[src/hw/rtl/pwr_pkg.sv]
`default_nettype none
// ----------------------------------------------------------------------------
// pwr_pkg
// Shared types and constants of the pid controller with setpoint ramp and
// feedback averaging filter.
// ----------------------------------------------------------------------------
package pwr_pkg;

  // fixed field widths
  localparam int GAIN_BITS   = 16;
  localparam int LIMIT_BITS  = 16;
  localparam int RISE_BITS   = 15;
  localparam int FALL_BITS   = 16;
  localparam int OPCODE_BITS = 2;
  localparam int CFG_IDX_BITS  = 3;
  localparam int CFG_DATA_BITS = 16;

  // averaging window
  localparam int FILTER_TAPS = 4;
  localparam int TAP_SHIFT   = 2;

  // queue between front and back
  localparam int QDEPTH    = 2;
  localparam int QPTR_BITS = 1;
  localparam int QCNT_BITS = 2;

  typedef enum logic [OPCODE_BITS-1:0] {
    OP_SAMPLE = 2'd0,
    OP_PRESET = 2'd1,
    OP_RUN    = 2'd2,
    OP_HOLD   = 2'd3
  } pwr_op_e;

  typedef enum logic [CFG_IDX_BITS-1:0] {
    REG_DERIV_MODE = 3'd0,
    REG_GAIN_P     = 3'd1,
    REG_GAIN_I     = 3'd2,
    REG_GAIN_D     = 3'd3,
    REG_LIMIT_HIGH = 3'd4,
    REG_LIMIT_LOW  = 3'd5,
    REG_RISE_RATE  = 3'd6,
    REG_FALL_RATE  = 3'd7
  } pwr_reg_e;

  // reset values of the configuration registers
  localparam logic                  RST_DERIV_MODE = 1'b1;
  localparam logic [LIMIT_BITS-1:0] RST_LIMIT_HIGH = 16'h7fff;
  localparam logic [LIMIT_BITS-1:0] RST_LIMIT_LOW  = 16'h8000;
  localparam logic [RISE_BITS-1:0]  RST_RISE_RATE  = 15'h7fff;
  localparam logic [FALL_BITS-1:0]  RST_FALL_RATE  = 16'h8000;

  typedef struct packed {
    logic                   deriv_mode;
    logic [GAIN_BITS-1:0]   gain_p;
    logic [GAIN_BITS-1:0]   gain_i;
    logic [GAIN_BITS-1:0]   gain_d;
    logic [LIMIT_BITS-1:0]  limit_high;
    logic [LIMIT_BITS-1:0]  limit_low;
    logic [RISE_BITS-1:0]   rise_rate;
    logic [FALL_BITS-1:0]   fall_rate;
  } pwr_cfg_t;

  // decoded item class, all clear for a hold item
  typedef struct packed {
    logic smp;
    logic pre;
    logic run;
  } pwr_kind_t;

  typedef struct packed {
    logic a_valid;
    logic b_valid;
  } pwr_back_stat_t;

endpackage
`default_nettype wire

[src/hw/rtl/pwr_item_if.sv]
`default_nettype none
// ----------------------------------------------------------------------------
// pwr_item_if
// Input item channel: opcode, feedback sample and setpoint.
// ----------------------------------------------------------------------------
interface pwr_item_if #(
  parameter int SAMPLE_BITS = 16
);
  logic                          valid;
  logic                          ready;
  logic [1:0]                    opcode;
  logic signed [SAMPLE_BITS-1:0] feedback;
  logic signed [SAMPLE_BITS-1:0] setpoint;

  modport source (output valid, output opcode, output feedback, output setpoint,
                  input ready);
  modport sink   (input valid, input opcode, input feedback, input setpoint,
                  output ready);
endinterface
`default_nettype wire

[src/hw/rtl/pwr_result_if.sv]
`default_nettype none
// ----------------------------------------------------------------------------
// pwr_result_if
// Result channel: drive, error and filtered feedback.
// ----------------------------------------------------------------------------
interface pwr_result_if #(
  parameter int SAMPLE_BITS = 16
);
  logic                          valid;
  logic                          ready;
  logic signed [SAMPLE_BITS-1:0] drive;
  logic signed [SAMPLE_BITS:0]   error;
  logic signed [SAMPLE_BITS-1:0] filtered_feedback;

  modport source (output valid, output drive, output error, output filtered_feedback,
                  input ready);
  modport sink   (input valid, input drive, input error, input filtered_feedback,
                  output ready);
endinterface
`default_nettype wire

[src/hw/rtl/pwr_cfg_if.sv]
`default_nettype none
// ----------------------------------------------------------------------------
// pwr_cfg_if
// Configuration write channel: register index and write data.
// ----------------------------------------------------------------------------
interface pwr_cfg_if;
  logic        valid;
  logic        ready;
  logic [2:0]  index;
  logic [15:0] data;

  modport source (output valid, output index, output data, input ready);
  modport sink   (input valid, input index, input data, output ready);
endinterface
`default_nettype wire

[src/hw/rtl/pwr_front.sv]
`default_nettype none
// ----------------------------------------------------------------------------
// pwr_front
// Accepts input items, classifies them by opcode, keeps the one operand each
// class needs and queues them for the back end.
// ----------------------------------------------------------------------------
module pwr_front #(
  parameter int SAMPLE_BITS = 16
) (
  input  logic                                 clk,
  input  logic                                 rst,
  pwr_item_if.sink                             item,
  output logic                                 q_valid,
  output pwr_pkg::pwr_kind_t                   q_kind,
  output logic signed [SAMPLE_BITS-1:0]        q_value,
  input  logic                                 q_pop,
  output logic [pwr_pkg::QCNT_BITS-1:0]        q_count
);
  import pwr_pkg::*;

  pwr_kind_t                     kind_mem  [QDEPTH];
  logic signed [SAMPLE_BITS-1:0] value_mem [QDEPTH];
  logic [QPTR_BITS-1:0]          wr_ptr;
  logic [QPTR_BITS-1:0]          rd_ptr;
  logic [QCNT_BITS-1:0]          count;
  logic                          push;
  pwr_kind_t                     kind_in;
  logic signed [SAMPLE_BITS-1:0] value_in;

  // classify
  always_comb begin
    kind_in  = '0;
    value_in = item.feedback;
    unique case (pwr_op_e'(item.opcode))
      OP_SAMPLE: kind_in.smp = 1'b1;
      OP_PRESET: kind_in.pre = 1'b1;
      OP_RUN: begin
        kind_in.run = 1'b1;
        value_in    = item.setpoint;
      end
      OP_HOLD: kind_in = '0;
    endcase
  end

  assign item.ready = (count != QCNT_BITS'(QDEPTH));
  assign push       = item.valid && item.ready;

  always_ff @(posedge clk) begin
    if (rst) begin
      wr_ptr <= '0;
      rd_ptr <= '0;
      count  <= '0;
    end else begin
      if (push) wr_ptr <= wr_ptr + 1'b1;
      if (q_pop) rd_ptr <= rd_ptr + 1'b1;
      priority if (push && !q_pop) count <= count + 1'b1;
      else if (!push && q_pop) count <= count - 1'b1;
      else count <= count;
    end
  end

  always_ff @(posedge clk) begin
    if (push) begin
      kind_mem[wr_ptr]  <= kind_in;
      value_mem[wr_ptr] <= value_in;
    end
  end

  assign q_valid = (count != '0);
  assign q_kind  = kind_mem[rd_ptr];
  assign q_value = value_mem[rd_ptr];
  assign q_count = count;

endmodule
`default_nettype wire

[src/hw/rtl/pwr_back.sv]
`default_nettype none
// ----------------------------------------------------------------------------
// pwr_back
// Executes queued items: filter and ramp update, gain multiplies, then sum,
// clamp and integrator update into the result register.
// ----------------------------------------------------------------------------
module pwr_back #(
  parameter int SAMPLE_BITS    = 16,
  parameter int GAIN_FRAC_BITS = 8
) (
  input  logic                          clk,
  input  logic                          rst,
  input  pwr_pkg::pwr_cfg_t             cfg,
  input  logic                          q_valid,
  input  pwr_pkg::pwr_kind_t            q_kind,
  input  logic signed [SAMPLE_BITS-1:0] q_value,
  output logic                          q_pop,
  pwr_result_if.source                  result,
  output pwr_pkg::pwr_back_stat_t       stat
);
  import pwr_pkg::*;

  localparam int S    = SAMPLE_BITS;
  localparam int ERRW = S + 1;
  localparam int SUMW = S + TAP_SHIFT;
  localparam int CMPW = (S + 2 > RISE_BITS + 2) ? S + 2 : RISE_BITS + 2;
  localparam int PW   = GAIN_BITS + ERRW;
  localparam int CLW  = PW + GAIN_FRAC_BITS + 2;
  localparam logic signed [CLW-1:0] FBIAS = CLW'((1 << GAIN_FRAC_BITS) - 1);

  // controller state
  logic signed [S-1:0]          taps [FILTER_TAPS];
  logic signed [SUMW-1:0]       tap_sum;
  logic signed [S-1:0]          fv;
  logic signed [ERRW-1:0]       fdelta;
  logic signed [ERRW-1:0]       rt;
  logic signed [ERRW-1:0]       err_q;
  logic signed [LIMIT_BITS-1:0] integ;
  logic signed [LIMIT_BITS-1:0] drive;

  // stage a
  logic                   a_valid;
  logic                   a_run;
  logic signed [ERRW-1:0] a_err;
  logic signed [S-1:0]    a_fv;
  logic signed [ERRW-1:0] a_deriv;

  // stage b
  logic                   b_valid;
  logic                   b_run;
  logic signed [ERRW-1:0] b_err;
  logic signed [S-1:0]    b_fv;
  logic signed [PW-1:0]   b_prod_p;
  logic signed [PW-1:0]   b_prod_i;
  logic signed [PW-1:0]   b_prod_d;

  // result register
  logic                   res_valid;
  logic signed [ERRW-1:0] res_err;
  logic signed [S-1:0]    res_fv;

  logic adv;
  logic pop;

  // stage a combinational
  logic signed [SUMW-1:0]       sum_shift;
  logic signed [SUMW-1:0]       sum_bias;
  logic signed [S-1:0]          fv_avg;
  logic signed [ERRW-1:0]       delta_new;
  logic signed [CMPW-1:0]       diff;
  logic signed [CMPW-1:0]       rise_x;
  logic signed [CMPW-1:0]       fall_x;
  logic signed [CMPW-1:0]       rt_step;
  logic signed [ERRW-1:0]       rt_new;
  logic signed [ERRW-1:0]       err_new;
  logic signed [ERRW-1:0]       deriv;

  // stage c combinational
  logic signed [CLW-1:0]        p_x;
  logic signed [CLW-1:0]        d_x;
  logic signed [CLW-1:0]        u_sum;
  logic signed [CLW-1:0]        acc;
  logic signed [CLW-1:0]        acc_t;
  logic signed [CLW-1:0]        lim_hi;
  logic signed [CLW-1:0]        lim_lo;
  logic signed [LIMIT_BITS-1:0] drive_new;
  logic signed [LIMIT_BITS-1:0] integ_new;

  function automatic logic signed [CLW-1:0] trunc_frac(input logic signed [CLW-1:0] v);
    logic signed [CLW-1:0] bias;
    bias = v[CLW-1] ? FBIAS : '0;
    return (v + bias) >>> GAIN_FRAC_BITS;
  endfunction

  function automatic logic signed [LIMIT_BITS-1:0] clamp_lim(
    input logic signed [CLW-1:0] v,
    input logic signed [CLW-1:0] hi,
    input logic signed [CLW-1:0] lo
  );
    logic signed [CLW-1:0] r;
    if (v > hi) r = hi;
    else if (v < lo) r = lo;
    else r = v;
    return LIMIT_BITS'(r);
  endfunction

  assign adv   = !res_valid || result.ready;
  assign pop   = adv && q_valid;
  assign q_pop = pop;

  // filter and ramp
  always_comb begin
    sum_shift = tap_sum - SUMW'(taps[FILTER_TAPS-1]) + SUMW'(q_value);
    sum_bias  = sum_shift[SUMW-1] ? SUMW'(FILTER_TAPS - 1) : '0;
    fv_avg    = S'((sum_shift + sum_bias) >>> TAP_SHIFT);
    delta_new = ERRW'(fv_avg) - ERRW'(fv);

    diff   = CMPW'(q_value) - CMPW'(rt);
    rise_x = CMPW'($signed({1'b0, cfg.rise_rate}));
    fall_x = cfg.fall_rate[FALL_BITS-1] ? CMPW'($signed(cfg.fall_rate)) : '0;
    if (diff > rise_x) rt_step = CMPW'(rt) + rise_x;
    else if (diff < fall_x) rt_step = CMPW'(rt) + fall_x;
    else rt_step = CMPW'(q_value);
    rt_new  = ERRW'(rt_step);
    err_new = rt_new - ERRW'(fv);

    deriv = cfg.deriv_mode ? fdelta : (ERRW'(taps[0]) - ERRW'(taps[1]));
  end

  always_ff @(posedge clk) begin
    if (rst) begin
      for (int i = 0; i < FILTER_TAPS; i++) taps[i] <= '0;
      tap_sum <= '0;
      fv      <= '0;
      fdelta  <= '0;
      rt      <= '0;
      err_q   <= '0;
      a_valid <= 1'b0;
    end else if (adv) begin
      a_valid <= pop;
      if (pop) begin
        if (q_kind.smp) begin
          for (int i = FILTER_TAPS - 1; i > 0; i--) taps[i] <= taps[i-1];
          taps[0] <= q_value;
          tap_sum <= sum_shift;
          fv      <= fv_avg;
          fdelta  <= delta_new;
        end else if (q_kind.pre) begin
          for (int i = 0; i < FILTER_TAPS; i++) taps[i] <= q_value;
          tap_sum <= SUMW'(q_value) <<< TAP_SHIFT;
          fv      <= q_value;
        end else if (q_kind.run) begin
          rt    <= rt_new;
          err_q <= err_new;
        end
      end
    end
  end

  always_ff @(posedge clk) begin
    if (pop) begin
      a_run   <= q_kind.run;
      a_err   <= q_kind.run ? err_new : err_q;
      a_deriv <= deriv;
      if (q_kind.smp) a_fv <= fv_avg;
      else if (q_kind.pre) a_fv <= q_value;
      else a_fv <= fv;
    end
  end

  // gain multiplies
  always_ff @(posedge clk) begin
    if (rst) begin
      b_valid <= 1'b0;
    end else if (adv) begin
      b_valid <= a_valid;
    end
  end

  always_ff @(posedge clk) begin
    if (adv && a_valid) begin
      b_run    <= a_run;
      b_err    <= a_err;
      b_fv     <= a_fv;
      b_prod_p <= PW'($signed(cfg.gain_p)) * PW'(a_err);
      b_prod_i <= PW'($signed(cfg.gain_i)) * PW'(a_err);
      b_prod_d <= PW'($signed(cfg.gain_d)) * PW'(a_deriv);
    end
  end

  // sum, clamp and integrator
  always_comb begin
    lim_hi    = CLW'($signed(cfg.limit_high));
    lim_lo    = CLW'($signed(cfg.limit_low));
    p_x       = trunc_frac(CLW'(b_prod_p));
    d_x       = trunc_frac(CLW'(b_prod_d));
    u_sum     = p_x + CLW'(integ) + d_x;
    acc       = (CLW'(integ) <<< GAIN_FRAC_BITS) + CLW'(b_prod_i);
    acc_t     = trunc_frac(acc);
    drive_new = clamp_lim(u_sum, lim_hi, lim_lo);
    integ_new = clamp_lim(acc_t, lim_hi, lim_lo);
  end

  always_ff @(posedge clk) begin
    if (rst) begin
      drive     <= '0;
      integ     <= '0;
      res_valid <= 1'b0;
    end else if (adv) begin
      res_valid <= b_valid;
      if (b_valid && b_run) begin
        drive <= drive_new;
        integ <= integ_new;
      end
    end
  end

  always_ff @(posedge clk) begin
    if (adv && b_valid) begin
      res_err <= b_err;
      res_fv  <= b_fv;
    end
  end

  assign result.valid             = res_valid;
  assign result.drive             = SAMPLE_BITS'(drive);
  assign result.error             = res_err;
  assign result.filtered_feedback = res_fv;

  assign stat.a_valid = a_valid;
  assign stat.b_valid = b_valid;

endmodule
`default_nettype wire

[src/hw/rtl/pid_with_ramp_and_average_filter_core.sv]
`default_nettype none
// ----------------------------------------------------------------------------
// pid_with_ramp_and_average_filter_core
// PID controller with a ramped setpoint and a four-tap feedback average.
// ----------------------------------------------------------------------------
// item channel: one beat per opcode; sample shifts feedback into the window,
//   preset fills the window, run steps the ramp and the control law, and the
//   fourth opcode only reports the held values
// result channel: one beat per item, in item order, carrying drive, error
//   and filtered feedback as they stand after that item
// cfg channel: register writes, always ready, meant for when the block is idle
// throughput: one item per cycle unless stalled; a two-entry queue links
//   the front and the three-stage back end (filter/ramp, multiply, sum/clamp)
// result path: an accepted item moves through a queue slot, the filter/ramp
//   stage and the multiply stage into the result register
// stall: a held result freezes the back end; the queue takes up to two more
//   beats, then item ready drops
// reset: state and queue cleared, registers to their defaults
//   (filtered derivative, zero gains, full-range limits and ramp rates)
// ----------------------------------------------------------------------------
module pid_with_ramp_and_average_filter_core #(
  parameter int SAMPLE_BITS    = 16,
  parameter int GAIN_FRAC_BITS = 8
) (
  input  logic         clk,
  input  logic         rst,
  pwr_item_if.sink     item,
  pwr_result_if.source result,
  pwr_cfg_if.sink      cfg
);
  import pwr_pkg::*;

  pwr_cfg_t                      cfg_q;
  logic                          q_valid;
  pwr_kind_t                     q_kind;
  logic signed [SAMPLE_BITS-1:0] q_value;
  logic                          q_pop;
  logic [QCNT_BITS-1:0]          q_count;
  pwr_back_stat_t                back_stat;

  // configuration registers, writes never stall
  assign cfg.ready = 1'b1;

  always_ff @(posedge clk) begin
    if (rst) begin
      cfg_q.deriv_mode <= RST_DERIV_MODE;
      cfg_q.gain_p     <= '0;
      cfg_q.gain_i     <= '0;
      cfg_q.gain_d     <= '0;
      cfg_q.limit_high <= RST_LIMIT_HIGH;
      cfg_q.limit_low  <= RST_LIMIT_LOW;
      cfg_q.rise_rate  <= RST_RISE_RATE;
      cfg_q.fall_rate  <= RST_FALL_RATE;
    end else if (cfg.valid) begin
      unique case (pwr_reg_e'(cfg.index))
        REG_DERIV_MODE: cfg_q.deriv_mode <= cfg.data[0];
        REG_GAIN_P:     cfg_q.gain_p     <= cfg.data;
        REG_GAIN_I:     cfg_q.gain_i     <= cfg.data;
        REG_GAIN_D:     cfg_q.gain_d     <= cfg.data;
        REG_LIMIT_HIGH: cfg_q.limit_high <= cfg.data;
        REG_LIMIT_LOW:  cfg_q.limit_low  <= cfg.data;
        REG_RISE_RATE:  cfg_q.rise_rate  <= cfg.data[RISE_BITS-1:0];
        REG_FALL_RATE:  cfg_q.fall_rate  <= cfg.data;
      endcase
    end
  end

  // front: accept, classify and queue
  pwr_front #(
    .SAMPLE_BITS (SAMPLE_BITS)
  ) u_front (
    .clk     (clk),
    .rst     (rst),
    .item    (item),
    .q_valid (q_valid),
    .q_kind  (q_kind),
    .q_value (q_value),
    .q_pop   (q_pop),
    .q_count (q_count)
  );

  // back: filter, ramp, gains, clamp, result register
  pwr_back #(
    .SAMPLE_BITS    (SAMPLE_BITS),
    .GAIN_FRAC_BITS (GAIN_FRAC_BITS)
  ) u_back (
    .clk     (clk),
    .rst     (rst),
    .cfg     (cfg_q),
    .q_valid (q_valid),
    .q_kind  (q_kind),
    .q_value (q_value),
    .q_pop   (q_pop),
    .result  (result),
    .stat    (back_stat)
  );

`ifndef SYNTHESIS
  // an accepted beat is in the queue on the next cycle
  a_push_lands: assert property (@(posedge clk) disable iff (rst)
    (item.valid && item.ready) |=> (q_count != '0))
    else $error("accepted item missing from queue");

  // a held result must freeze the back end
  a_stall_no_pop: assert property (@(posedge clk) disable iff (rst)
    (result.valid && !result.ready) |-> !q_pop)
    else $error("queue popped while result stalled");

  // a new result comes only from an occupied multiply stage
  a_result_source: assert property (@(posedge clk) disable iff (rst)
    $rose(result.valid) |-> $past(back_stat.b_valid))
    else $error("result appeared without a multiply stage beat");
`endif

endmodule
`default_nettype wire

[src/flat_wrapper.sv]
// flat-port wrapper written by rule: the top's interface ports become plain ports
module pid_with_ramp_and_average_filter_core_flat import pwr_pkg::*;
#(
  parameter int SAMPLE_BITS    = 16,
  parameter int GAIN_FRAC_BITS = 8
)
  (clk, rst, item_valid, item_opcode, item_feedback, item_setpoint, item_ready, result_valid, result_drive, result_error, result_filtered_feedback, result_ready, cfg_valid, cfg_index, cfg_data, cfg_ready);
  pwr_item_if #(.SAMPLE_BITS(SAMPLE_BITS)) item_i ();
  pwr_result_if #(.SAMPLE_BITS(SAMPLE_BITS)) result_i ();
  pwr_cfg_if cfg_i ();
  input  logic clk;
  input  logic rst;
  input wire logic [$bits(item_i.valid)-1:0] item_valid;
  input wire logic [$bits(item_i.opcode)-1:0] item_opcode;
  input wire logic [$bits(item_i.feedback)-1:0] item_feedback;
  input wire logic [$bits(item_i.setpoint)-1:0] item_setpoint;
  output wire logic [$bits(item_i.ready)-1:0] item_ready;
  output wire logic [$bits(result_i.valid)-1:0] result_valid;
  output wire logic [$bits(result_i.drive)-1:0] result_drive;
  output wire logic [$bits(result_i.error)-1:0] result_error;
  output wire logic [$bits(result_i.filtered_feedback)-1:0] result_filtered_feedback;
  input wire logic [$bits(result_i.ready)-1:0] result_ready;
  input wire logic [$bits(cfg_i.valid)-1:0] cfg_valid;
  input wire logic [$bits(cfg_i.index)-1:0] cfg_index;
  input wire logic [$bits(cfg_i.data)-1:0] cfg_data;
  output wire logic [$bits(cfg_i.ready)-1:0] cfg_ready;
  assign item_i.valid = item_valid;
  assign item_i.opcode = item_opcode;
  assign item_i.feedback = item_feedback;
  assign item_i.setpoint = item_setpoint;
  assign item_ready = item_i.ready;
  assign result_valid = result_i.valid;
  assign result_drive = result_i.drive;
  assign result_error = result_i.error;
  assign result_filtered_feedback = result_i.filtered_feedback;
  assign result_i.ready = result_ready;
  assign cfg_i.valid = cfg_valid;
  assign cfg_i.index = cfg_index;
  assign cfg_i.data = cfg_data;
  assign cfg_ready = cfg_i.ready;
  pid_with_ramp_and_average_filter_core #(.SAMPLE_BITS(SAMPLE_BITS), .GAIN_FRAC_BITS(GAIN_FRAC_BITS)) u_core (.clk(clk), .rst(rst), .item(item_i), .result(result_i), .cfg(cfg_i));
endmodule
[config.mk]
export PLATFORM = sky130hd
export DESIGN_NAME = pid_with_ramp_and_average_filter_core_flat
export DESIGN_NICKNAME = d
export VERILOG_FILES = /design/src/hw/rtl/pwr_pkg.sv /design/src/hw/rtl/pwr_item_if.sv /design/src/hw/rtl/pwr_result_if.sv /design/src/hw/rtl/pwr_cfg_if.sv /design/src/hw/rtl/pwr_front.sv /design/src/hw/rtl/pwr_back.sv /design/src/hw/rtl/pid_with_ramp_and_average_filter_core.sv /design/src/flat_wrapper.sv
export SDC_FILE = /design/constraint.sdc
export NUM_CORES = 2
export LEC_CHECK = 0
export BUFFER_PORTS_ARGS = -buffer_cell sky130_fd_sc_hd__buf_2
export CAP_MARGIN = 10
export CORE_ASPECT_RATIO = 0.7
export CORE_MARGIN = 2
export CORE_UTILIZATION = 40
export DETAILED_ROUTE_END_ITERATION = 8
export PLACE_DENSITY_LB_ADDON = 0.05
export REMOVE_ABC_BUFFERS = 1
export SETUP_SLACK_MARGIN = 0.5
export SKIP_CTS_REPAIR_TIMING = 1
export SLEW_MARGIN = 20
export SYNTH_ARGS = -nofsm -noshare
export SYNTH_HDL_FRONTEND = slang
export SYNTH_HIERARCHICAL = 1
export SYNTH_SLANG_ARGS = --single-unit
[constraint.sdc]
create_clock -name clk -period 16.9 [get_ports clk]
set_clock_uncertainty 0.05 [all_clocks]
set_input_delay 2.535 -clock clk [delete_from_list [all_inputs] [get_ports clk]]
set_output_delay 2.535 -clock clk [all_outputs]
set_load 0.05 [all_outputs]
==> run metrics <==
first-iteration detailed-routing DRC count=3899; Slew Viols, Final=0; Mapped Area=roughly 66000 µm²; via count=between 40000 and 50000; Die Footprint=roughly 170000 µm²; CTS tree=yes; Multi-input gate area=roughly 46000 µm²; delay-heaviest family, CP=compound AO/OA/AOI/OAI gates; Tot GR Track Use=approximately 24%; met3 wire length=12700 µm; # IOs=110; antenna violations before repair=11; drt wl/cell=22.2 µm; CP required=roughly 17000 ps; Max Cap Viol=0; Critical Path Fanout Max=26; measured slew at the worst slew-check pin=~1100 ps; RePlAce Congestion=between 0.8 and 0.9; clock transition at the registers of the reported paths=70 ps; starting density of the core=40.2%; Final nets=8390; clk buf depth=3; Stages on worst setup path=35; Via density=~5.2; Slew headroom=28.0%; first-pass GRT wire length=slightly above 300000 µm; ant diodes=0; Syn Area/Cell=roughly 9.5 µm²; HPWL Detailed=between 150000 and 200000 µm; H-tree depth=2; synthesis-to-finish area growth=7.36%; Final period util=a little over half; worst r2r src=u_core/u_back/b_prod_p[32]; setup violators final=0; register area=about 14000 µm²; DR WL met2=around 78000 µm; Core Area=roughly 160000 µm²; port bufs=~110; vias in the first global route=between 40000 and 50000; Final TNS setup=0 ps; leakage=roughly 30 nW; hold_sp=u_core/u_back/b_fv[13]; CTS Sinks=~560; Hold Crit Depth=0; critical path launch point type=register; max layer used=met4; drt pass-1 iters=5; DRT Wirelength=a little over 200000 µm; filler cell count=15960; CTS buffer count=59; clock root buffer=clkbuf_16; r2r setup slk=around 7900 ps; unrepaired setup endpoints after global routing=false; CP max stage cell=a311oi_1; Post-DRT Antenna Nets=0; layout cells sized above 1=5.79%; Hold/Removal Path Class=reg -> reg; Crit path top cell by count=a21o_1; Mapped Cells=6888; Setup Crit Path Kind=reg -> reg; Clk Latency, worst-skew pair=approximately 710 ps; Chip Width=about 500 µm; largest net degree at the start of global routing=90; worst reg2reg path depth=35; Die Height=approximately 340 µm; Worst IR Drop VDD=between 0.2 and 0.25 mV; gr ovfl total=0; Cell Rows=124; status=completed; WP buf/inv=2; Max Clk Rate=about 110 MHz; CP max stage delay=between 700 and 800 ps; final hold vios=0; Synth Warn #=6; Post-route DRC=0; Fin Hold WS=approximately 360 ps; RR Endpoint=u_core/u_back/result.drive[12]; hold worst-path end=u_core/u_back/result.filtered_feedback[13]; worst path arrival time=roughly 9400 ps; Power Density=between 150 and 200 nW/µm²; nature of the critical path endpoint=register; Metal-1 WL=between 100000 and 150000 µm; minimum clock period=8950 ps
[sequential cells by signal (all words and copies together) (netlist names), 16 cells and up, named ones only]
signal and cells:
u_core/u_front/value_mem 32, u_core/u_back/b_prod_d 33, u_core/u_back/a_deriv 17, u_core/u_back/result.error 17, u_core/u_back/b_prod_i 33, u_core/u_back/result.filtered_feedback 16, u_core/u_back/b_err 17, u_core/u_back/integ 16
u_core/u_back/taps 64, u_core/u_back/fv 16, u_core/u_back/b_prod_p 33, u_core/u_back/result.drive 16, u_core/u_back/a_fv 16, u_core/u_back/b_fv 16, u_core/u_back/err_q 17, u_core/u_back/rt 17
u_core/cfg_q 112, u_core/u_back/tap_sum 18, u_core/u_back/fdelta 17, u_core/u_back/a_err 17
[worst max path at each step]
stage,startpoint,to,slack [ps]
floorplan,register,u_core/u_back/a_err[16],7970
global placement,register,u_core/u_back/a_err[16],8070
detailed placement,register,u_core/u_back/a_err[16],8000
CTS,register,u_core/u_back/a_err[16],7950
global route,u_core/u_back/b_prod_p[32],u_core/u_back/result.drive[13],7150
finish,u_core/u_back/b_prod_p[32],u_core/u_back/result.drive[12],7950
[power breakdown]
part / leakage [nW] / internal, W / switching (W)
combinational: 24.8 / 0.00287 / 0.00515
clock: 1.01 / 0.000789 / 0.000633
sequential: 5.03 / 0.00191 / 0.000320
[routing by layer]
metal	vias to the layer above	GRT usage, %
met1	23603	40.6
met4	0	2.76
li1	22198	-
met2	1300	33.2
met5	-	0
met3	131	3.70
[through the flow]
stage / setup slack, ps / utilization [%] / std cells / area, µm² / total power (W)
floorplan: 7970 / - / 6625 / 64400 / 0.00745
global placement: 8070 / 41.9 / 8951 / 68200 / 0.0100
detailed placement: 8000 / 41.9 / 8951 / 68200 / 0.0101
CTS: 7950 / 43.2 / 9063 / 70300 / 0.0116
global route: 7150 / 43.2 / 9065 / 70300 / 0.0126
finish: 7950 / 43.2 / 9065 / 70300 / 0.0117
[final cells by class]
cell class	count	share of cell area, %
Clock buffer	70	2.25
Clock inverter	42	0.713
Inverter	1180	6.30
Multi-Input combinational cell	4889	64.9
Sequential cell	556	20.4
Tap cell	2142	3.81
Timing Repair Buffer	186	1.63
[cells in the final DEF, fill, tap and decap left out, drive strengths merged, types with 12 or more instances in the layout]
master  count
o211ai     15
nor2      327
mux2i     151
o22ai      23
nor2b      48
edfxtp    319
buf       185
a21o      112
mux2       62
a31oi      23
o31ai      28
xnor2     224
o21bai     32
ha        581
nor3       82
o21a       46
xor2      106
o21ai     180
nand2b    189
fa        879
dfxtp     237
a21oi     279
a211oi     46
clkinv     24
and3       51
nand2     750
o41ai      12
and2      322
nand3      66
or3        15
nand4      36
inv      1187
clkbuf     71
a22o       33
No activity file was read; power rests on OpenSTA's default activity.
